**src/rtl/slen_pkg.sv**
```systemverilog
`default_nettype none
package slen_pkg;

    localparam int DEPTH_DEF  = 16;
    localparam int VALUE_W    = 32;
    localparam int MODE_W     = 3;
    localparam int POS_W      = 8;
    localparam int STATUS_W   = 3;
    localparam int COUNT_W    = 9;

    // mode codes as they arrive on the input port
    localparam logic [MODE_W-1:0] MODE_INSERT    = 3'd0;
    localparam logic [MODE_W-1:0] MODE_REM_FIRST = 3'd1;
    localparam logic [MODE_W-1:0] MODE_REM_LAST  = 3'd2;
    localparam logic [MODE_W-1:0] MODE_REM_POS   = 3'd3;
    localparam logic [MODE_W-1:0] MODE_CLEAR     = 3'd4;
    localparam logic [MODE_W-1:0] MODE_SEARCH    = 3'd5;

    // result status codes
    localparam logic [STATUS_W-1:0] ST_OK       = 3'd0;
    localparam logic [STATUS_W-1:0] ST_EMPTY    = 3'd1;
    localparam logic [STATUS_W-1:0] ST_NOPOS    = 3'd2;
    localparam logic [STATUS_W-1:0] ST_NOTFOUND = 3'd3;
    localparam logic [STATUS_W-1:0] ST_FULL     = 3'd4;

    // decoded operation handed from front to back
    typedef enum logic [2:0] {
        OP_NONE,
        OP_INSERT,
        OP_REM_FIRST,
        OP_REM_LAST,
        OP_REM_POS,
        OP_CLEAR,
        OP_SEARCH
    } t_op_code;

    typedef struct packed {
        t_op_code                  op;
        logic signed [VALUE_W-1:0] value;
        logic [POS_W-1:0]          position;
    } t_op;

endpackage
`default_nettype wire

```
**src/rtl/slen_front.sv**
```systemverilog
`default_nettype none
module slen_front (
    input  wire                                 i_push,
    input  wire [slen_pkg::MODE_W-1:0]          i_mode,
    input  wire signed [slen_pkg::VALUE_W-1:0]  i_value,
    input  wire [slen_pkg::POS_W-1:0]           i_position,
    input  wire                                 i_q_full,
    output logic                                o_q_push,
    output slen_pkg::t_op                       o_q_word
);

    // classify the incoming word into an operation
    always_comb begin
        o_q_word.value    = i_value;
        o_q_word.position = i_position;
        case (i_mode)
            slen_pkg::MODE_INSERT:    o_q_word.op = slen_pkg::OP_INSERT;
            slen_pkg::MODE_REM_FIRST: o_q_word.op = slen_pkg::OP_REM_FIRST;
            slen_pkg::MODE_REM_LAST:  o_q_word.op = slen_pkg::OP_REM_LAST;
            slen_pkg::MODE_REM_POS:   o_q_word.op = slen_pkg::OP_REM_POS;
            slen_pkg::MODE_CLEAR:     o_q_word.op = slen_pkg::OP_CLEAR;
            slen_pkg::MODE_SEARCH:    o_q_word.op = slen_pkg::OP_SEARCH;
            default:                  o_q_word.op = slen_pkg::OP_NONE;
        endcase
    end

    assign o_q_push = i_push && !i_q_full;

endmodule
`default_nettype wire

```
**src/rtl/slen_queue.sv**
```systemverilog
`default_nettype none
module slen_queue (
    input  wire            i_clk,
    input  wire            i_rst_n,
    input  wire            i_push,
    input  slen_pkg::t_op  i_word,
    output logic           o_full,
    input  wire            i_pop,
    output logic           o_valid,
    output slen_pkg::t_op  o_word
);

    slen_pkg::t_op r_mem [2];
    logic          r_wr_ptr;
    logic          r_rd_ptr;
    logic [1:0]    r_count;
    logic          do_push;
    logic          do_pop;

    assign o_full  = (r_count == 2'd2);
    assign o_valid = (r_count != 2'd0);
    assign o_word  = r_mem[r_rd_ptr];
    assign do_push = i_push && !o_full;
    assign do_pop  = i_pop && o_valid;

    // two-word queue storage
    always_ff @(posedge i_clk) begin
        if (do_push) begin
            r_mem[r_wr_ptr] <= i_word;
        end
    end

    // pointers and fill level
    always_ff @(posedge i_clk) begin
        if (!i_rst_n) begin
            r_wr_ptr <= 1'b0;
            r_rd_ptr <= 1'b0;
            r_count  <= 2'd0;
        end else begin
            if (do_push) begin
                r_wr_ptr <= !r_wr_ptr;
            end
            if (do_pop) begin
                r_rd_ptr <= !r_rd_ptr;
            end
            if (do_push && !do_pop) begin
                r_count <= r_count + 2'd1;
            end else if (do_pop && !do_push) begin
                r_count <= r_count - 2'd1;
            end
        end
    end

endmodule
`default_nettype wire

```
**src/rtl/slen_back.sv**
```systemverilog
`default_nettype none
module slen_back #(
    parameter int DEPTH = slen_pkg::DEPTH_DEF
) (
    input  wire                                 i_clk,
    input  wire                                 i_rst_n,
    input  wire                                 i_valid,
    input  slen_pkg::t_op                       i_word,
    output logic                                o_take,
    output logic                                o_empty,
    input  wire                                 i_pop,
    output logic [slen_pkg::STATUS_W-1:0]       o_status,
    output logic [slen_pkg::POS_W-1:0]          o_found_position,
    output logic [slen_pkg::COUNT_W-1:0]        o_entry_count
);

    localparam int CW = $clog2(DEPTH + 1);

    logic signed [slen_pkg::VALUE_W-1:0] r_cell [DEPTH];
    logic signed [slen_pkg::VALUE_W-1:0] n_cell [DEPTH];
    logic [CW-1:0]                       r_count;
    logic [CW-1:0]                       n_count;
    logic                                r_out_valid;
    logic [slen_pkg::STATUS_W-1:0]       r_status;
    logic [slen_pkg::STATUS_W-1:0]       n_status;
    logic [slen_pkg::POS_W-1:0]          r_found;
    logic [slen_pkg::POS_W-1:0]          n_found;
    logic [slen_pkg::COUNT_W-1:0]        r_count_out;

    logic [DEPTH-1:0]                    lt;
    logic [DEPTH-1:0]                    eq;
    logic [slen_pkg::POS_W-1:0]          hit_pos;
    logic [slen_pkg::POS_W-1:0]          rem_pos;
    logic                                is_full;
    logic                                is_empty;
    logic                                pos_bad;
    logic                                do_ins;
    logic                                do_rem;

    assign o_take   = i_valid && (!r_out_valid || i_pop);
    assign is_full  = (r_count == CW'(DEPTH));
    assign is_empty = (r_count == '0);
    assign pos_bad  = (slen_pkg::COUNT_W'(i_word.position) >= slen_pkg::COUNT_W'(r_count));

    // per-cell compares against the operand
    always_comb begin
        hit_pos = '0;
        for (int i = 0; i < DEPTH; i++) begin
            lt[i] = (CW'(i) < r_count) && (i_word.value > r_cell[i]);
            eq[i] = (CW'(i) < r_count) && (i_word.value == r_cell[i]);
        end
        for (int i = 0; i < DEPTH; i++) begin
            if (eq[i] && (i == 0 || !eq[(i == 0) ? 0 : i-1])) begin
                hit_pos = hit_pos | slen_pkg::POS_W'(i);
            end
        end
    end

    // status and count of the operation
    always_comb begin
        n_status = slen_pkg::ST_OK;
        n_found  = '0;
        n_count  = r_count;
        do_ins   = 1'b0;
        do_rem   = 1'b0;
        rem_pos  = '0;
        case (i_word.op)
            slen_pkg::OP_INSERT: begin
                if (is_full) begin
                    n_status = slen_pkg::ST_FULL;
                end else begin
                    do_ins  = 1'b1;
                    n_count = r_count + CW'(1);
                end
            end
            slen_pkg::OP_REM_FIRST: begin
                if (is_empty) begin
                    n_status = slen_pkg::ST_EMPTY;
                end else begin
                    do_rem  = 1'b1;
                    n_count = r_count - CW'(1);
                end
            end
            slen_pkg::OP_REM_LAST: begin
                if (is_empty) begin
                    n_status = slen_pkg::ST_EMPTY;
                end else begin
                    n_count = r_count - CW'(1);
                end
            end
            slen_pkg::OP_REM_POS: begin
                if (is_empty) begin
                    n_status = slen_pkg::ST_EMPTY;
                end else if (pos_bad) begin
                    n_status = slen_pkg::ST_NOPOS;
                end else begin
                    do_rem  = 1'b1;
                    rem_pos = i_word.position;
                    n_count = r_count - CW'(1);
                end
            end
            slen_pkg::OP_CLEAR: begin
                n_count = '0;
            end
            slen_pkg::OP_SEARCH: begin
                if (is_empty) begin
                    n_status = slen_pkg::ST_EMPTY;
                end else if (|eq) begin
                    n_found = hit_pos;
                end else begin
                    n_status = slen_pkg::ST_NOTFOUND;
                end
            end
            default: begin
                n_status = slen_pkg::ST_OK;
            end
        endcase
    end

    // compare-and-shift cell update
    always_comb begin
        for (int i = 0; i < DEPTH; i++) begin
            n_cell[i] = r_cell[i];
            if (do_ins && !lt[i]) begin
                if (i == 0 || lt[(i == 0) ? 0 : i-1]) begin
                    n_cell[i] = i_word.value;
                end else begin
                    n_cell[i] = r_cell[(i == 0) ? 0 : i-1];
                end
            end else if (do_rem && (slen_pkg::COUNT_W'(i) >= slen_pkg::COUNT_W'(rem_pos))
                         && (i < DEPTH - 1)) begin
                n_cell[i] = r_cell[(i < DEPTH - 1) ? i+1 : i];
            end
        end
    end

    always_ff @(posedge i_clk) begin
        if (o_take) begin
            r_cell <= n_cell;
        end
    end

    // table count and result register
    always_ff @(posedge i_clk) begin
        if (!i_rst_n) begin
            r_count     <= '0;
            r_out_valid <= 1'b0;
        end else begin
            if (o_take) begin
                r_count     <= n_count;
                r_out_valid <= 1'b1;
            end else if (i_pop) begin
                r_out_valid <= 1'b0;
            end
        end
    end

    always_ff @(posedge i_clk) begin
        if (o_take) begin
            r_status    <= n_status;
            r_found     <= n_found;
            r_count_out <= slen_pkg::COUNT_W'(n_count);
        end
    end

    assign o_empty          = !r_out_valid;
    assign o_status         = r_status;
    assign o_found_position = r_found;
    assign o_entry_count    = r_count_out;

endmodule
`default_nettype wire

```
**src/rtl/sorted_list_engine.sv**
```systemverilog
// Sorted list engine: keeps up to DEPTH signed 32-bit values in ascending
// order and carries out one operation per word (insert, remove smallest,
// remove largest, remove at position, clear, search), giving one result word
// for each. A two-word queue sits between the decode front and the cell array,
// and every cell compares and shifts in parallel, so the array finishes an
// operation as it takes it: one word per cycle is sustained while each result
// word is popped as it shows, and an input word passes the queue register and
// then the result register before its result shows on the output ports.
`default_nettype none
module sorted_list_engine #(
    parameter int DEPTH = slen_pkg::DEPTH_DEF
) (
    input  wire                                 i_clk,
    input  wire                                 i_rst_n,
    input  wire                                 i_push,
    output logic                                o_full,
    input  wire [slen_pkg::MODE_W-1:0]          i_mode,
    input  wire signed [slen_pkg::VALUE_W-1:0]  i_value,
    input  wire [slen_pkg::POS_W-1:0]           i_position,
    output logic                                o_empty,
    input  wire                                 i_pop,
    output logic [slen_pkg::STATUS_W-1:0]       o_status,
    output logic [slen_pkg::POS_W-1:0]          o_found_position,
    output logic [slen_pkg::COUNT_W-1:0]        o_entry_count
);

    logic          q_push;
    slen_pkg::t_op q_in;
    logic          q_valid;
    slen_pkg::t_op q_out;
    logic          q_take;

    slen_front u_front (
        .i_push     (i_push),
        .i_mode     (i_mode),
        .i_value    (i_value),
        .i_position (i_position),
        .i_q_full   (o_full),
        .o_q_push   (q_push),
        .o_q_word   (q_in)
    );

    slen_queue u_queue (
        .i_clk   (i_clk),
        .i_rst_n (i_rst_n),
        .i_push  (q_push),
        .i_word  (q_in),
        .o_full  (o_full),
        .i_pop   (q_take),
        .o_valid (q_valid),
        .o_word  (q_out)
    );

    slen_back #(.DEPTH(DEPTH)) u_back (
        .i_clk            (i_clk),
        .i_rst_n          (i_rst_n),
        .i_valid          (q_valid),
        .i_word           (q_out),
        .o_take           (q_take),
        .o_empty          (o_empty),
        .i_pop            (i_pop),
        .o_status         (o_status),
        .o_found_position (o_found_position),
        .o_entry_count    (o_entry_count)
    );

endmodule
`default_nettype wire

```
**config.mk**
```make
export PLATFORM = sky130hd
export DESIGN_NAME = sorted_list_engine
export DESIGN_NICKNAME = d
export VERILOG_FILES = /design/src/rtl/slen_pkg.sv /design/src/rtl/slen_front.sv /design/src/rtl/slen_queue.sv /design/src/rtl/slen_back.sv /design/src/rtl/sorted_list_engine.sv
export SDC_FILE = /design/constraint.sdc
export NUM_CORES = 2
export LEC_CHECK = 0
export ABC_AREA = 1
export BUFFER_PORTS_ARGS = -buffer_cell sky130_fd_sc_hd__buf_2
export CORE_MARGIN = 5
export CORE_UTILIZATION = 39
export CTS_CLUSTER_SIZE = 12
export DETAILED_ROUTE_END_ITERATION = 10
export MAX_ROUTING_LAYER = met4
export SLEW_MARGIN = 25
export SYNTH_ARGS = -nofsm -noshare
export SYNTH_HDL_FRONTEND = slang
export SYNTH_SLANG_ARGS = --single-unit
```
**constraint.sdc**
```tcl
create_clock -name i_clk -period 5.8 [get_ports i_clk]
set_clock_uncertainty 0.15 [all_clocks]
set_input_delay 0.29 -clock i_clk [delete_from_list [all_inputs] [get_ports i_clk]]
set_output_delay 0.29 -clock i_clk [all_outputs]
set_load 0.05 [all_outputs]
```
==> reports/results.ini <==
[status]
status=completed

[yosys]
synth_top_area_frac=0.3882
synthCells=6393
yosys.area.top_type=edfxtp_1
synth-xor-area-share=0.0003713
syn_area_per_cell_um2=7.380
async_flop_share=0
ys_ff_latch=621
synth_compound_area_frac=0.06147
synthMuxAreaShare=0
synthAdderAreaFrac=0.1382
yosys.area_share.simple=0.3204
yosys_warnings=0
netlist_top_cells_area=edfxtp_1 (39%), nand2_1 (22%), ha_1 (14%)
synth_cell_types=43
syn_area_um2=47180
synth_edf_count=610
seq_area_frac_synth=0.3929
synth_flop_cell=edfxtp_1
synth_most_common_cell=nand2_1
synthTopCellsByCount=nand2_1 (2739), inv_1 (718), edfxtp_1 (610), ha_1 (521), nand3_1 (509)
synth_top_family_by_area=simple AND/OR/NAND/NOR gates

[pwr]
leakage_nw=26.43
vdd_drop_max_uv=431.7
power.density_nw_per_um2=600.0

[floorplanning]
ioPinCount=69
die_h_um=357.8
die_x_um=357.8
rows=127
dieArea_um2=128000
core_um2=120100
initial_core_util=0.3928

[drt]
ant_nets=0
num_vias=44380
viasPerCell=5.447
drc=0
drt-initial-drc-count=4488
wl_per_cell_um=22.72
routed_wl_um=185100
dr.pass1.iters=6

[worst_setup_path]
critPathMaxStageDelay_ns=0.52
path_cells=buf_4, buf_4, o21ai_1, inv_1, buf_4, ha_1, nand2_1, a21oi_1, o21ai_0, nand2_1, a21oi_1, nand3_1, nand2_1, buf_4, nand2_1, buf_4, nand2_2, buf_4, inv_2, nand2_1, nand2_1
end_kind=register
cp_num_buf_inv=8
cp_top_family=buffers and inverters
worstPathArrival_ns=5.55
cp_max_fo=33
worst_setup_path_start_kind=register
required_ns=6.06
critical_path_class=register to register
crit_slowest_cell=inv_1

[flow_run]
maxCapViolCount=0

[grt]
grt_start_max_net_pins=65
grt_pass1_vias=42080
grt_usage=0.2907
antenna_found_initial=14
overflow=0
grt_pass1_wl_um=269500

[min_path]
hold_class=input pin to register

[timing]
max_slew.worst_pin.slew_ns=1.063
period_needed_ns=5.291
fmax_ghz=0.1890
hold_ws_ns=0.1490
hold_viol_final=0
rsz0062_at_grt=no
maxSlewHeadroom=0.2841
slew_violations=0
period_share=0.9123
setup_tns_ns=0
setup_viol=0

[cts]
cts_root_buf=clkbuf_16
clk_latency_ns=0.66
post_cts_buffers=0
htree_levels=3
cts_buffers=77
clk_path_buf_depth=3
cts_tree=yes
cts_resized=0
path_clk_slew_ns=0.06
cts_sinks=621

[cells_and_area]
syn_to_final_growth_pct=11.53
fillers=12320
multi_input_comb_area_um2=24810
drive_gt1_frac=0.06906
fin_cells=8148
ff_latch_area_um2=18540
fin_area_um2=52620
finalNetCount=7032

[place]
place_hpwl_um=135600
place.gp.congestion=0.9867
placed_cell_area_um2=49690
dp.cells=7949
placement.io_buffers=60

-- through the flow --
stage / total power, mW / worst slack [ns] / utilization
after detailed placement: 26.36 / 0.5522 / 0.4136
final: 31.57 / 0.5087 / 0.4381
after global placement: 26.03 / 0.6478 / 0.4136
after global routing: 33.81 / 0.1726 / 0.4379
after floorplan: 19.64 / 0.4735 / -
after CTS: 31.21 / 0.5387 / 0.4372
-- worst register-to-register path, cell delays in order (launching register included) --
cell and delay (ns):
dfxtp_2 0.33, buf_4 0.33, buf_4 0.42, o21ai_1 0.15
inv_1 0.52, buf_4 0.34, ha_1 0.27, nand2_1 0.07
a21oi_1 0.05, o21ai_0 0.14, nand2_1 0.08, a21oi_1 0.28
nand3_1 0.13, nand2_1 0.08, buf_4 0.31, nand2_1 0.09
buf_4 0.25, nand2_2 0.13, buf_4 0.32, inv_2 0.35
nand2_1 0.18, nand2_1 0.06
-- timing repair --
action,CTS,global route
hold endpoints to repair,95,0
endpoints found under the setup margin,0,0
hold buffers,46,0
-- worst paths after layout --
path / startpoint / endpoint / slack, ns / cells after the start
min: i_push / u_queue.r_wr_ptr / 0.15 / 5
min reg2reg: u_queue.r_rd_ptr / register / 0.30 / 1
max: register / u_back.r_cell[468] / 0.51 / 21
max reg2reg: register / u_back.r_cell[468] / 0.51 / 21
-- final cells by class --
| type | instances | area share |
|---|---|---|
| Inverter | 733 | 0.05228 |
| Multi-Input combinational cell | 4762 | 0.4714 |
| Antenna cell | 20 | 0.0009510 |
| Sequential cell | 621 | 0.3523 |
| Timing Repair Buffer | 269 | 0.03966 |
| Clock inverter | 33 | 0.006396 |
| Clock buffer | 98 | 0.03871 |
| Tap cell | 1612 | 0.03833 |
-- power by group --
| part | switching (mW) | internal, mW |
|---|---|---|
| logic | 13.6 | 5.33 |
| clock network | 2.04 | 2.74 |
| registers | 0.994 | 6.86 |
-- logic make-up after synthesis --
group | count (synthesis)
simple gates | 3699
buf+inv | 1017
flops | 621
compound gates | 532
fa+ha+maj | 521
xor+xnor | 2
other cells | 1
-- sequential cells by signal, indices dropped and copies added (netlist names), named ones only --
name,flops
u_queue.r_mem,86
u_queue.r_count,2
u_queue.r_wr_ptr,1
u_queue.r_rd_ptr,1
u_back.o_entry_count,5
u_back.r_out_valid,1
u_back.r_count,5
u_back.r_cell,512
u_back.o_status,3
u_back.o_found_position,4
-- layer usage --
metal	global-route usage	vias up	wire length, um
met5	-	-	0
met4	0.1587	0	12080
met3	0.06068	505	16740
met2	0.4532	1988	83550
met1	0.3540	20900	72750
li1	-	20990	-
-- cells in the final DEF (no fill, tap or decap), types with 5 or more instances in the layout --
master / count
buf_12: 5
o21ai_0: 141
inv_2: 14
ha_1: 521
diode_2: 20
inv_1: 717
a21oi_4: 13
a21oi_1: 256
o21ai_1: 34
clkinv_2: 9
or2_2: 35
buf_2: 60
buf_4: 156
o211ai_1: 5
nand4_1: 135
conb_1: 8
edfxtp_1: 610
a21o_1: 17
clkinv_1: 15
o21a_1: 26
nor2_1: 222
nand2_1: 2737
dfxtp_1: 10
nand3_1: 509
nor3_1: 13
nor2_2: 10
a21oi_2: 11
clkbuf_16: 78
nor2_4: 5
nand2_2: 10
dlygate4sd3_1: 46
nand3b_1: 8
o21ai_2: 20
clkbuf_1: 19
and3_1: 5
bufinv_16: 6
No activity file was read; power rests on OpenSTA's default activity.
